## src/sv/assert_macros.svh

```systemverilog
// ---------------------------------------------------------------------------
// Assertion macros
// Shared wrappers for the concurrent checks of the matrix multiplier.
// ---------------------------------------------------------------------------
`ifndef ASSERT_MACROS_SVH
`define ASSERT_MACROS_SVH

// A property that must hold at every clock edge outside reset.
`define SMM_ASSERT(lbl, prop, msg) \
  lbl: assert property (@(posedge clk_i) disable iff (!rst_ni) (prop)) else $error(msg);

// A condition that, when seen, must be followed by another in the next cycle.
`define SMM_ASSERT_NEXT(lbl, ante, cons, msg) \
  lbl: assert property (@(posedge clk_i) disable iff (!rst_ni) (ante) |=> (cons)) \
    else $error(msg);

`endif

```

## src/sv/smm_pkg.sv

```systemverilog
// ---------------------------------------------------------------------------
// Matrix multiplier package
// Fixed widths, reset values and the tag passed to the multiply-accumulate.
// ---------------------------------------------------------------------------
`default_nettype none

package smm_pkg;

  // Width and reset value of the size register.
  localparam int unsigned DimBits = 3;
  localparam logic [DimBits-1:0] DimReset = 3'd3;

  // Tag travelling with each pair of operands read from the stores.
  typedef struct packed {
    logic issue;
    logic first;
    logic last;
  } smm_tag_t;

endpackage

`default_nettype wire

```

## src/sv/smm_in_if.sv

```systemverilog
// ---------------------------------------------------------------------------
// Load channel
// Carries one element of each matrix with its position per transfer.
// ---------------------------------------------------------------------------
`default_nettype none

interface smm_in_if #(
  parameter int IDX_BITS  = 2,
  parameter int ELEM_BITS = 16
);
  logic                        valid;
  logic                        ready;
  logic [IDX_BITS-1:0]         row_index;
  logic [IDX_BITS-1:0]         col_index;
  logic signed [ELEM_BITS-1:0] a_value;
  logic signed [ELEM_BITS-1:0] b_value;
  logic                        load_done;

  modport source (
    output valid, row_index, col_index, a_value, b_value, load_done,
    input  ready
  );
  modport sink (
    input  valid, row_index, col_index, a_value, b_value, load_done,
    output ready
  );
endinterface

`default_nettype wire

```

## src/sv/smm_out_if.sv

```systemverilog
// ---------------------------------------------------------------------------
// Product channel
// Carries one element of the product matrix with its position per transfer.
// ---------------------------------------------------------------------------
`default_nettype none

interface smm_out_if #(
  parameter int IDX_BITS  = 2,
  parameter int PROD_BITS = 34
);
  logic                        valid;
  logic                        ready;
  logic [IDX_BITS-1:0]         out_row;
  logic [IDX_BITS-1:0]         out_col;
  logic signed [PROD_BITS-1:0] product_value;
  logic                        is_last;

  modport source (
    output valid, out_row, out_col, product_value, is_last,
    input  ready
  );
  modport sink (
    input  valid, out_row, out_col, product_value, is_last,
    output ready
  );
endinterface

`default_nettype wire

```

## src/sv/smm_store.sv

```systemverilog
// ---------------------------------------------------------------------------
// Matrix stores
// Two synchronous memories holding A and B, one write port shared by both
// and one registered read port each.
// ---------------------------------------------------------------------------
`default_nettype none

module smm_store #(
  parameter int MAX_DIM   = 4,
  parameter int ELEM_BITS = 16
) (
  input  wire logic                                       clk_i,
  input  wire logic                                       wr_en_i,
  input  wire logic [$clog2(MAX_DIM*MAX_DIM+1)-1:0]       wr_addr_i,
  input  wire logic [ELEM_BITS-1:0]                       wr_a_i,
  input  wire logic [ELEM_BITS-1:0]                       wr_b_i,
  input  wire logic                                       rd_en_i,
  input  wire logic [$clog2(MAX_DIM*MAX_DIM+1)-1:0]       rd_addr_a_i,
  input  wire logic [$clog2(MAX_DIM*MAX_DIM+1)-1:0]       rd_addr_b_i,
  output logic      [ELEM_BITS-1:0]                       rd_a_o,
  output logic      [ELEM_BITS-1:0]                       rd_b_o
);

  localparam int Depth    = MAX_DIM * MAX_DIM;
  localparam int AddrBits = (Depth > 1) ? $clog2(Depth) : 1;

  logic [ELEM_BITS-1:0] mem_a [Depth];
  logic [ELEM_BITS-1:0] mem_b [Depth];

  // Element writes from the load channel.
  always_ff @(posedge clk_i) begin
    if (wr_en_i) begin
      mem_a[wr_addr_i[AddrBits-1:0]] <= wr_a_i;
      mem_b[wr_addr_i[AddrBits-1:0]] <= wr_b_i;
    end
  end

  // Operand reads, data registered.
  always_ff @(posedge clk_i) begin
    if (rd_en_i) begin
      rd_a_o <= mem_a[rd_addr_a_i[AddrBits-1:0]];
      rd_b_o <= mem_b[rd_addr_b_i[AddrBits-1:0]];
    end
  end

endmodule

`default_nettype wire

```

## src/sv/smm_mac.sv

```systemverilog
// ---------------------------------------------------------------------------
// Multiply-accumulate
// Registered multiply followed by a registered accumulator; flags the cycle
// after the last term of a dot product has been added.
// ---------------------------------------------------------------------------
`default_nettype none

module smm_mac #(
  parameter int ELEM_BITS = 16,
  parameter int PROD_BITS = 34
) (
  input  wire logic                        clk_i,
  input  wire logic                        rst_ni,
  input  wire smm_pkg::smm_tag_t           tag_i,
  input  wire logic signed [ELEM_BITS-1:0] a_i,
  input  wire logic signed [ELEM_BITS-1:0] b_i,
  output logic                             done_o,
  output logic signed [PROD_BITS-1:0]      acc_o
);

  smm_pkg::smm_tag_t             tag1_q, tag2_q;
  logic                          done_q;
  logic signed [2*ELEM_BITS-1:0] prod_q;
  logic signed [PROD_BITS-1:0]   acc_q, acc_d, term;

  // Tag pipeline, aligned with the store read and the multiply.
  always_ff @(posedge clk_i or negedge rst_ni) begin
    if (!rst_ni) begin
      tag1_q <= '0;
      tag2_q <= '0;
      done_q <= 1'b0;
    end else begin
      tag1_q <= tag_i;
      tag2_q <= tag1_q;
      done_q <= tag2_q.issue && tag2_q.last;
    end
  end

  // Multiply stage: operands arrive from the store read registers.
  always_ff @(posedge clk_i) begin
    prod_q <= a_i * b_i;
  end

  // Accumulate stage: the first term of a dot product restarts the sum.
  assign term  = PROD_BITS'(prod_q);
  assign acc_d = tag2_q.first ? term : acc_q + term;

  always_ff @(posedge clk_i or negedge rst_ni) begin
    if (!rst_ni) begin
      acc_q <= '0;
    end else if (tag2_q.issue) begin
      acc_q <= acc_d;
    end
  end

  assign done_o = done_q;
  assign acc_o  = acc_q;

endmodule

`default_nettype wire

```

## src/sv/square_matrix_multiply.sv

```systemverilog
// ---------------------------------------------------------------------------
// Square matrix multiplier
// Loads A and B element by element over in_i, then computes C = A x B and
// returns every element of C in row-major order over out_o.
// Each in_i transfer writes one element of A and B at (row, col); it is
// accepted whenever no product run is in progress. The transfer with
// load_done set is stored too and then starts the run.
// The size in use comes from the dim register (0 counts as 1, values above
// MAX_DIM as MAX_DIM); write it only while the block is idle.
// Each product element is worked out with one memory read per cycle per
// store through the single multiply-accumulate, followed by the read,
// multiply and accumulate stages and a hand-over state.
// The last product sits in the output register while new loads are taken.
// If out_o stalls, the held element stays and the next element does not
// start until it is transferred.
// Reset empties the output register, returns to idle and sets dim to 3; the
// stores are not cleared and must be loaded before use.
// ---------------------------------------------------------------------------
`default_nettype none

module square_matrix_multiply #(
  parameter int MAX_DIM   = 4,
  parameter int ELEM_BITS = 16
) (
  input  wire logic                         clk_i,
  input  wire logic                         rst_ni,
  input  wire logic                         dim_we_i,
  input  wire logic [smm_pkg::DimBits-1:0]  dim_wdata_i,
  smm_in_if.sink                            in_i,
  smm_out_if.source                         out_o
);

  localparam int IdxBits   = (MAX_DIM > 1) ? $clog2(MAX_DIM) : 1;
  localparam int CntBits   = $clog2(MAX_DIM + 1);
  localparam int APortBits = $clog2(MAX_DIM * MAX_DIM + 1);
  localparam int ProdBits  = 2 * ELEM_BITS + IdxBits;

  typedef enum logic [3:0] {
    ST_IDLE  = 4'b0001,
    ST_START = 4'b0010,
    ST_ISSUE = 4'b0100,
    ST_WAIT  = 4'b1000
  } state_e;

  state_e                       state_q, state_d;
  logic [smm_pkg::DimBits-1:0]  dim_q;
  logic [IdxBits-1:0]           i_q, i_d, j_q, j_d, k_q, k_d;
  logic                         out_valid_q, out_valid_d;
  logic [IdxBits-1:0]           out_row_q, out_row_d, out_col_q, out_col_d;
  logic signed [ProdBits-1:0]   out_prod_q, out_prod_d;
  logic                         out_last_q, out_last_d;
  logic [CntBits-1:0]           n, n_last;
  logic                         in_accept, out_take;
  logic                         row_end, col_end;
  logic                         wr_en;
  logic [APortBits-1:0]         wr_addr, rd_addr_a, rd_addr_b;
  logic [ELEM_BITS-1:0]         rd_a, rd_b;
  smm_pkg::smm_tag_t            tag;
  logic                         mac_done;
  logic signed [ProdBits-1:0]   mac_acc;

  // Size register.
  always_ff @(posedge clk_i or negedge rst_ni) begin
    if (!rst_ni) begin
      dim_q <= smm_pkg::DimReset;
    end else if (dim_we_i) begin
      dim_q <= dim_wdata_i;
    end
  end

  // Size in use, clamped to the built range.
  always_comb begin
    if (dim_q == '0) begin
      n = CntBits'(1);
    end else if (int'(dim_q) > MAX_DIM) begin
      n = CntBits'(MAX_DIM);
    end else begin
      n = CntBits'(dim_q);
    end
    n_last = CntBits'(n - CntBits'(1));
  end

  // Handshakes.
  assign in_accept = in_i.valid && in_i.ready;
  assign out_take  = out_valid_q && out_o.ready;
  assign in_i.ready = (state_q == ST_IDLE);

  // Load writes: positions outside the store are dropped.
  assign wr_en   = in_accept && (int'(in_i.row_index) < MAX_DIM)
                   && (int'(in_i.col_index) < MAX_DIM);
  assign wr_addr = APortBits'(APortBits'(in_i.row_index) * APortBits'(MAX_DIM)
                   + APortBits'(in_i.col_index));

  // Operand addresses: A[i][k] and B[k][j].
  assign rd_addr_a = APortBits'(APortBits'(i_q) * APortBits'(MAX_DIM) + APortBits'(k_q));
  assign rd_addr_b = APortBits'(APortBits'(k_q) * APortBits'(MAX_DIM) + APortBits'(j_q));

  assign row_end = (CntBits'(i_q) == n_last);
  assign col_end = (CntBits'(j_q) == n_last);

  // Sequencer: steps through (i, j, k) and hands each dot product over.
  always_comb begin
    state_d     = state_q;
    i_d         = i_q;
    j_d         = j_q;
    k_d         = k_q;
    tag         = '0;
    out_valid_d = out_valid_q && !out_take;
    out_row_d   = out_row_q;
    out_col_d   = out_col_q;
    out_prod_d  = out_prod_q;
    out_last_d  = out_last_q;
    unique case (state_q)
      ST_IDLE: begin
        if (in_accept && in_i.load_done) begin
          state_d = ST_START;
          i_d     = '0;
          j_d     = '0;
        end
      end
      ST_START: begin
        if (!out_valid_q || out_o.ready) begin
          state_d = ST_ISSUE;
          k_d     = '0;
        end
      end
      ST_ISSUE: begin
        tag.issue = 1'b1;
        tag.first = (k_q == '0);
        tag.last  = (CntBits'(k_q) == n_last);
        k_d       = k_q + 1'b1;
        if (tag.last) begin
          state_d = ST_WAIT;
        end
      end
      ST_WAIT: begin
        if (mac_done) begin
          out_valid_d = 1'b1;
          out_row_d   = i_q;
          out_col_d   = j_q;
          out_prod_d  = mac_acc;
          out_last_d  = row_end && col_end;
          if (row_end && col_end) begin
            state_d = ST_IDLE;
          end else begin
            state_d = ST_START;
            if (col_end) begin
              j_d = '0;
              i_d = i_q + 1'b1;
            end else begin
              j_d = j_q + 1'b1;
            end
          end
        end
      end
      default: begin
        state_d = ST_IDLE;
      end
    endcase
  end

  // Control registers.
  always_ff @(posedge clk_i or negedge rst_ni) begin
    if (!rst_ni) begin
      state_q     <= ST_IDLE;
      i_q         <= '0;
      j_q         <= '0;
      k_q         <= '0;
      out_valid_q <= 1'b0;
    end else begin
      state_q     <= state_d;
      i_q         <= i_d;
      j_q         <= j_d;
      k_q         <= k_d;
      out_valid_q <= out_valid_d;
    end
  end

  // Output payload register.
  always_ff @(posedge clk_i) begin
    out_row_q  <= out_row_d;
    out_col_q  <= out_col_d;
    out_prod_q <= out_prod_d;
    out_last_q <= out_last_d;
  end

  assign out_o.valid         = out_valid_q;
  assign out_o.out_row       = out_row_q;
  assign out_o.out_col       = out_col_q;
  assign out_o.product_value = out_prod_q;
  assign out_o.is_last       = out_last_q;

  // Matrix stores.
  smm_store #(
    .MAX_DIM   (MAX_DIM),
    .ELEM_BITS (ELEM_BITS)
  ) u_store (
    .clk_i       (clk_i),
    .wr_en_i     (wr_en),
    .wr_addr_i   (wr_addr),
    .wr_a_i      (in_i.a_value),
    .wr_b_i      (in_i.b_value),
    .rd_en_i     (tag.issue),
    .rd_addr_a_i (rd_addr_a),
    .rd_addr_b_i (rd_addr_b),
    .rd_a_o      (rd_a),
    .rd_b_o      (rd_b)
  );

  // Multiply-accumulate.
  smm_mac #(
    .ELEM_BITS (ELEM_BITS),
    .PROD_BITS (ProdBits)
  ) u_mac (
    .clk_i  (clk_i),
    .rst_ni (rst_ni),
    .tag_i  (tag),
    .a_i    ($signed(rd_a)),
    .b_i    ($signed(rd_b)),
    .done_o (mac_done),
    .acc_o  (mac_acc)
  );

  // Checks.
`include "assert_macros.svh"

  `SMM_ASSERT(a_no_overwrite, !(mac_done && out_valid_q), "product would overwrite a held result")
  `SMM_ASSERT(a_done_in_wait, !mac_done || state_q == ST_WAIT, "dot product finished out of sequence")
  `SMM_ASSERT_NEXT(a_run_starts, in_accept && in_i.load_done, state_q == ST_START && !in_i.ready, "run did not start after the final load")

endmodule

`default_nettype wire

```

## src/flat_wrapper.sv

```systemverilog
// flat-port wrapper written by rule: the top's interface ports become plain ports
module square_matrix_multiply_flat 
#(
  parameter int MAX_DIM   = 4,
  parameter int ELEM_BITS = 16
)
  (clk_i, rst_ni, dim_we_i, dim_wdata_i, in_i_valid, in_i_row_index, in_i_col_index, in_i_a_value, in_i_b_value, in_i_load_done, in_i_ready, out_o_valid, out_o_out_row, out_o_out_col, out_o_product_value, out_o_is_last, out_o_ready);
  smm_in_if #(.IDX_BITS(2), .ELEM_BITS(ELEM_BITS)) in_i_i ();
  smm_out_if #(.IDX_BITS(2), .PROD_BITS((34))) out_o_i ();
  input  wire logic clk_i;
  input  wire logic rst_ni;
  input  wire logic dim_we_i;
  input  wire logic [smm_pkg::DimBits-1:0] dim_wdata_i;
  input wire logic [$bits(in_i_i.valid)-1:0] in_i_valid;
  input wire logic [$bits(in_i_i.row_index)-1:0] in_i_row_index;
  input wire logic [$bits(in_i_i.col_index)-1:0] in_i_col_index;
  input wire logic [$bits(in_i_i.a_value)-1:0] in_i_a_value;
  input wire logic [$bits(in_i_i.b_value)-1:0] in_i_b_value;
  input wire logic [$bits(in_i_i.load_done)-1:0] in_i_load_done;
  output wire logic [$bits(in_i_i.ready)-1:0] in_i_ready;
  output wire logic [$bits(out_o_i.valid)-1:0] out_o_valid;
  output wire logic [$bits(out_o_i.out_row)-1:0] out_o_out_row;
  output wire logic [$bits(out_o_i.out_col)-1:0] out_o_out_col;
  output wire logic [$bits(out_o_i.product_value)-1:0] out_o_product_value;
  output wire logic [$bits(out_o_i.is_last)-1:0] out_o_is_last;
  input wire logic [$bits(out_o_i.ready)-1:0] out_o_ready;
  assign in_i_i.valid = in_i_valid;
  assign in_i_i.row_index = in_i_row_index;
  assign in_i_i.col_index = in_i_col_index;
  assign in_i_i.a_value = in_i_a_value;
  assign in_i_i.b_value = in_i_b_value;
  assign in_i_i.load_done = in_i_load_done;
  assign in_i_ready = in_i_i.ready;
  assign out_o_valid = out_o_i.valid;
  assign out_o_out_row = out_o_i.out_row;
  assign out_o_out_col = out_o_i.out_col;
  assign out_o_product_value = out_o_i.product_value;
  assign out_o_is_last = out_o_i.is_last;
  assign out_o_i.ready = out_o_ready;
  square_matrix_multiply #(.MAX_DIM(MAX_DIM), .ELEM_BITS(ELEM_BITS)) u_core (.clk_i(clk_i), .rst_ni(rst_ni), .dim_we_i(dim_we_i), .dim_wdata_i(dim_wdata_i), .in_i(in_i_i), .out_o(out_o_i));
endmodule
```

## config.mk

```make
export PLATFORM = sky130hd
export DESIGN_NAME = square_matrix_multiply_flat
export DESIGN_NICKNAME = d
export VERILOG_FILES = /design/src/sv/smm_pkg.sv /design/src/sv/smm_in_if.sv /design/src/sv/smm_out_if.sv /design/src/sv/smm_store.sv /design/src/sv/smm_mac.sv /design/src/sv/square_matrix_multiply.sv /design/src/flat_wrapper.sv
export VERILOG_INCLUDE_DIRS = /design/src /design/src/sv
export SDC_FILE = /design/constraint.sdc
export NUM_CORES = 1
export LEC_CHECK = 0
export ABC_CLOCK_PERIOD_IN_PS = 7500
export BUFFER_PORTS_ARGS = -buffer_cell sky130_fd_sc_hd__buf_2
export CAP_MARGIN = 15
export CORE_MARGIN = 3
export CORE_UTILIZATION = 60
export CTS_BUF_LIST = sky130_fd_sc_hd__clkbuf_16
export CTS_CLUSTER_DIAMETER = 200
export CTS_CLUSTER_SIZE = 14
export DETAILED_ROUTE_END_ITERATION = 12
export PLACE_DENSITY = 0.77
export REMOVE_ABC_BUFFERS = 1
export SLEW_MARGIN = 15
export SYNTH_ARGS = -nofsm -noshare
export SYNTH_HDL_FRONTEND = slang
export SYNTH_SLANG_ARGS = --single-unit
export TNS_END_PERCENT = 30
```

## constraint.sdc

```tcl
create_clock -name clk_i -period 7.5 [get_ports clk_i]
set_clock_uncertainty 0.15 [all_clocks]
set_input_delay 1.875 -clock clk_i [delete_from_list [all_inputs] [get_ports clk_i]]
set_output_delay 1.875 -clock clk_i [all_outputs]
set_load 0.02 [all_outputs]
```

# Word level (Yosys, flattened, before mapping)
# Memory sizes are Yosys's and may differ from the RTL's. A register that Yosys moved wholly into a read port is not among the register bits.
# Cells that the tools add are included.
dict set report word_totals {
  input_bits 45
  ramBits 512
  reg_bits 126
  memories 2
  out_inout_bits 41
  word_cells 87
}
dict set report op_classes {
  n_mux 25
  n_mul 1
  eq_ne 13
  reduce_logical 18
  magnitude_cmp 1
  add_sub_neg 8
}
# memory depth word_bits rd rd_ports_with_merged_regs wr line_no
set memory_table {}
lappend memory_table {u_core.u_store.mem_a 16 16 1 1 1 smm_store.sv:27} ;# logic [ELEM_BITS-1:0] mem_a [Depth];
lappend memory_table {u_core.u_store.mem_b 16 16 1 1 1 smm_store.sv:28} ;# logic [ELEM_BITS-1:0] mem_b [Depth];
# cell count
set op_table {}
lappend op_table {{34-bit by 32-bit adder with 34-bit output} 1}
lappend op_table {{34-bit two-way mux} 1}
lappend op_table {{16-bit by 16-bit multiplier with 32-bit output} 1}
lappend op_table {{2-bit two-way mux} 9}
lappend op_table {{4-bit two-way mux} 4}
lappend op_table {{4-bit case mux with 4 select lines} 1}
lappend op_table {{4-bit by 2-bit adder with 4-bit output} 3}
lappend op_table {{2-bit case mux with 2 select lines} 3}
lappend op_table {{2-bit by 3-bit == test with 1-bit output} 3}
lappend op_table {{3-bit two-way mux} 3}
lappend op_table {{4-bit AND reduction} 2}
lappend op_table {{2-bit by 1-bit adder with 2-bit output, second input constant} 3}
lappend op_table {{1-bit logical AND} 6}
lappend op_table {{2-bit by 1-bit != test with 1-bit output, second input constant} 3}
lappend op_table {{2-bit != test, second input constant} 3}
lappend op_table {{5-bit AND reduction} 1}
lappend op_table {{4-bit by 1-bit == test with 1-bit output, second input constant} 1}
lappend op_table {{4-bit by 2-bit == test with 1-bit output, second input constant} 1}
lappend op_table {{4-bit by 3-bit == test with 1-bit output, second input constant} 1}
lappend op_table {{4-bit == test, second input constant} 1}
lappend op_table {{1-bit two-way mux} 4}
lappend op_table {{2-bit AND reduction} 2}
lappend op_table {{2-bit nonzero test} 2}
lappend op_table {{3-bit > comparator, second input constant} 1}
lappend op_table {{5 further kinds} 6}

# Logic depth before layout (Yosys ltp)
dict set report logic_depth {
  ltp_word 9
  mapped_depth 23
  ltp_nobuf 22
}

# Cells and area by module
# Synthesis repeated with hierarchy kept, for this count alone.
dict set report hier_totals {
  hier_cells 2524
  hier_area_um2 36363.6
}
# mod seq_area_each_um2 cells_each area_each_um2 n_inst
set by_module_without_submodules {}
lappend by_module_without_submodules {smm_store 16335.7 841 20329.5 1}
lappend by_module_without_submodules {smm_mac 1666.6 1550 13963.4 1}
lappend by_module_without_submodules {square_matrix_multiply 1525.2 133 2070.7 1}

# Worst setup path before layout
# No wires, ideal clock.
dict set report synth_timing {
  path_kind {reg-to-reg}
  startpoint {register u_core.u_store.rd_b_o[1] (read register of u_core.u_store.mem_b)}
  endpoint {register u_core.u_mac.prod_q[31]}
  synth_period_minus_slack_ns 6.139
  setup_time_ns 0.122
  arrival_time_ns 5.866
  path_buffers 1
  path_slack_ns 1.361
  stages_incl_launch_ff 21
  required_time_ns 7.228
  cell_sequence {edfxtp_1 -> clkbuf_1 -> nand2_1 -> inv_1 -> fa_1 -> fa_1 -> fa_1 -> fa_1 -> fa_1 -> inv_1 -> fa_1 -> inv_1 -> ha_1 -> and3_1 -> a221o_1 -> a21o_1 -> nand2_1 -> nand3_1 -> a31oi_1 -> o21ai_0 -> xnor2_1}
}
dict set report synth_between {
  elab_chain_cells 1
}
# element line_no
set synth_lines {}
lappend synth_lines {{from (decl)} smm_store.sv:21} ;# output logic [ELEM_BITS-1:0] rd_b_o
lappend synth_lines {{16-bit by 16-bit multiplier with 32-bit output} smm_mac.sv:41} ;# prod_q <= a_i * b_i;
lappend synth_lines {{to (signal assigned)} smm_mac.sv:41}
lappend synth_lines {{to (decl)} smm_mac.sv:23} ;# logic signed [2*ELEM_BITS-1:0] prod_q;
# Every way passes these cells.
# A chain may end at the register's enable or synchronous reset.

# Worst setup path in the final report
dict set report layout_timing {
  startpoint {register u_core.u_store.rd_a_o[15] (read register of u_core.u_store.mem_a)}
  endpoint {register u_core.u_mac.prod_q[31]}
}
dict set report layout_between {
  elab_chain_cells 1
}
# element line_no
set layout_lines {}
lappend layout_lines {{from (decl)} smm_store.sv:20} ;# output logic [ELEM_BITS-1:0] rd_a_o,
lappend layout_lines {{16-bit by 16-bit multiplier with 32-bit output} smm_mac.sv:41}
# Every way passes these cells.

==> reports/metrics.cfg <==
[run_status]
status = finished clean

[worst_hold_path]
hp-start = u_core.u_mac.tag1_q[0]$_DFF_PN0_
worst_hold_path.endpoint = u_core.u_mac.tag2_q[0]$_DFF_PN0_
min_path_cells = 0
hold_path_class = register to register

[logic_synthesis]
syn_avg_cell_area_um2 = 14.7
seq_area_frac_synth_pct = 54.1
synth_flop_cell = edfxtp_1
post_synth_num_cell_types = 71
async_reset_ff_share_pct = 8.21
synthCells = 2453
synth-seq-cells = 670
synth.cell_area_um2 = 36100
yosysWarningCount = 0
synth_edf_count = 583

[clocking]
clockRootBuffer = clkbuf_16
numCtsBuffers = 53
cts_resized = 0
holdBufCountCts = 0
clk_pin_slew_ns = 0.09
cts_tree = yes
clk_path_buf_depth = 3
h-tree-depth = 2
clk_latency_ns = 0.62
post_cts.repair.setup_buffers = 0
clkSinkCount = 670

[floorplan]
fp.coreArea_um2 = 59200
fp.dieH_um = 251
rows = 89
die_w_um = 251
initial_utilization_pct = 61.0
io_pins = 86
die_area_um2 = 63200

[finish]
final_layout_size_suffix_gt1_share_pct = 15.0
fin_cells = 3338
final_net_count = 2966
area_delta_synth_final_pct = 8.01
layout_common_cells = edfxtp_1 (583), inv_1 (340), fa_1 (263)
layout_commonest_cell = edfxtp_1

[route]
finalWirelength_um = 78000
drc = 0
ant_nets = 0
drt_pre_antenna_iters = 5
drt_iter0_drc = 1841
vias_per_cell = 6.02
via_count = 20100
avgRoutedWirePerCell_um = 23.4

[setup_path]
reg2reg_depth = 20
crit_fanout = 16
r2r-end = u_core.u_mac.prod_q[31]$_DFF_P_
critical_path.most_common_cell = fa_1
r2r_slack_ns = 0.75
arrival_ns = 7.11
path_cells = nand2_1, inv_1, fa_1, fa_1, fa_1, fa_1, fa_1, inv_1, fa_1, inv_1, ha_1, a21oi_1, o21ai_0, a311oi_1, nor3_1, nand3_1, nand3_1, a31oi_1, o21ai_0, xnor2_1
cpLargestDelayFamily = adder cells
slowest_delay_ns = 0.74
path_buf_inv = 3
worstPathRequired_ns = 7.87
reg2reg_from = u_core.u_store.rd_a_o[15]$_DFFE_PP_
start_kind = register
crit_path_end_kind = register
critPathSlowestCell = fa_1
worstSetupPathType = register to register

[sta]
max_freq_mhz = 148
post-route-period-util_pct = 89.9
hold_violations = 0
slew_violations = 0
setup_viol = 0
finalCriticalPeriod_ns = 6.75
rsz0062_at_grt = false
tightest_slew_ns = 1.04
tns_ns = 0
max_slew_margin_pct = 30.7

[global_route]
grt_pass1_vias = 21600
grt_max_degree = 69
grt_pass1_wl_um = 124000
met3_usage_pct = 3.25
antenna_found_initial = 3
met2_usage_pct = 44.7
grt_overflow = 0
grt.total_usage_pct = 25.7
grt.busiest_layer = met2
use_met1_pct = 34.1

[placed_design]
dp_hpwl_um = 49400
placedCellCount = 3259
gp_congestion = 0.903
io_buffers = 85

[job]
maxCapViolCount = 0

-- worst register-to-register path, cell delays in order, from the launching register on --
cell and delay [ns]:
edfxtp_1 0.63, nand2_1 0.22, inv_1 0.11, fa_1 0.74
fa_1 0.51, fa_1 0.51, fa_1 0.50, fa_1 0.49
inv_1 0.05, fa_1 0.47, inv_1 0.04, ha_1 0.34
a21oi_1 0.25, o21ai_0 0.16, a311oi_1 0.46, nor3_1 0.18
nand3_1 0.15, nand3_1 0.08, a31oi_1 0.27, o21ai_0 0.17
xnor2_1 0.14
-- metrics by stage --
| stage | util [%] | area (um^2) | hold slack (ns) | setup WS, ns |
|---|---|---|---|---|
| finish | 65.8 | 39000 | 0.202 | 0.755 |
| global route | 65.8 | 39000 | 0.218 | 0.362 |
| CTS | 65.8 | 39000 | 0.204 | 0.727 |
| detailed placement | 63.4 | 37500 | 0.189 | 0.714 |
| global placement | 63.4 | 37500 | 0.184 | 0.912 |
| floorplan | - | 35800 | 0.181 | 1.41 |
-- how the worst max path moves through the flow --
stage / cells after the start / from / to / slack, ns
after floorplan: 19 / u_core.u_store.rd_a_o[15]$_DFFE_PP_ / u_core.u_mac.prod_q[31]$_DFF_P_ / 1.41
after global placement: 20 / u_core.u_store.rd_b_o[1]$_DFFE_PP_ / u_core.u_mac.prod_q[31]$_DFF_P_ / 0.91
after detailed placement: 20 / u_core.u_store.rd_b_o[1]$_DFFE_PP_ / u_core.u_mac.prod_q[31]$_DFF_P_ / 0.71
after CTS: 20 / u_core.u_store.rd_a_o[15]$_DFFE_PP_ / u_core.u_mac.prod_q[31]$_DFF_P_ / 0.73
after global routing: 20 / u_core.u_store.rd_a_o[15]$_DFFE_PP_ / u_core.u_mac.prod_q[31]$_DFF_P_ / 0.36
final: 20 / u_core.u_store.rd_a_o[15]$_DFFE_PP_ / u_core.u_mac.prod_q[31]$_DFF_P_ / 0.75
-- cells in the mapped netlist (all sizes together) (3+ instances only) --
| master | count | share of area (%) |
|---|---|---|
| nand4 | 5 | 0.087 |
| inv | 323 | 3.4 |
| fa | 263 | 15 |
| o21a | 13 | 0.27 |
| and3 | 13 | 0.24 |
| nand2b | 18 | 0.31 |
| mux2i | 3 | 0.083 |
| a31oi | 17 | 0.29 |
| o311ai | 3 | 0.073 |
| ha | 117 | 4.1 |
| or3 | 8 | 0.15 |
| nor2 | 100 | 1.0 |
| and2 | 124 | 2.1 |
| dfrtp | 52 | 3.6 |
| dfxtp | 32 | 1.8 |
| nor3 | 20 | 0.28 |
| buf | 16 | 0.21 |
| a21oi | 91 | 1.3 |
| nand3 | 28 | 0.39 |
| dfstp | 3 | 0.22 |
| nand2 | 187 | 2.0 |
| clkbuf | 68 | 0.71 |
| xnor2 | 49 | 1.2 |
| o211ai | 6 | 0.12 |
| a21o | 28 | 0.59 |
| xor2 | 13 | 0.32 |
| a221o | 3 | 0.083 |
| a211oi | 9 | 0.19 |
| o21bai | 4 | 0.083 |
| o21ai | 42 | 0.59 |
| mux4 | 160 | 10 |
| mux2 | 8 | 0.25 |
| nor2b | 10 | 0.17 |
| o31ai | 4 | 0.097 |
| edfxtp | 583 | 48 |
-- sequential cells by signal, indices dropped and copies added (netlist names), 4 cells and up --
name	cells
u_core.u_store.rd_a_o	16
u_core.u_mac.prod_q	32
u_core.u_store.mem_b	256
u_core.u_store.mem_a	256
u_core.state_q	4
u_core.u_mac.acc_o	34
u_core.out_o.product_value	34
u_core.u_store.rd_b_o	16
-- cell type report --
class                   count  area, um^2
multi-input cells        1376       15200
fillers                  4061       20200
inverters                 323        1210
well taps                 773         967
clock buffers              53        1330
repair buffers            117         666
flip-flops and latches    670       19500
diodes                      4        10.0
clock inverters            22         126
-- cells by family after synthesis --
group,after synthesis,share of synthesized area [%]
AO/OA/AOI/OAI,239,4.18
flip-flops,670,54.1
buffers and inverters,407,4.28
XOR/XNOR,62,1.50
multiplexers,171,10.3
adder cells (fa/ha/maj),380,18.6
AND/OR/NAND/NOR,524,7.01
-- layer usage --
layer  up-vias  wire, um
met1     10200     30200
met5         -         0
li1       8816         -
met2       830     40300
met3       193      5060
met4         0      2550
Power is not shown: default switching activity piles up to over one toggle a cycle in this logic, so the estimate is an artifact.
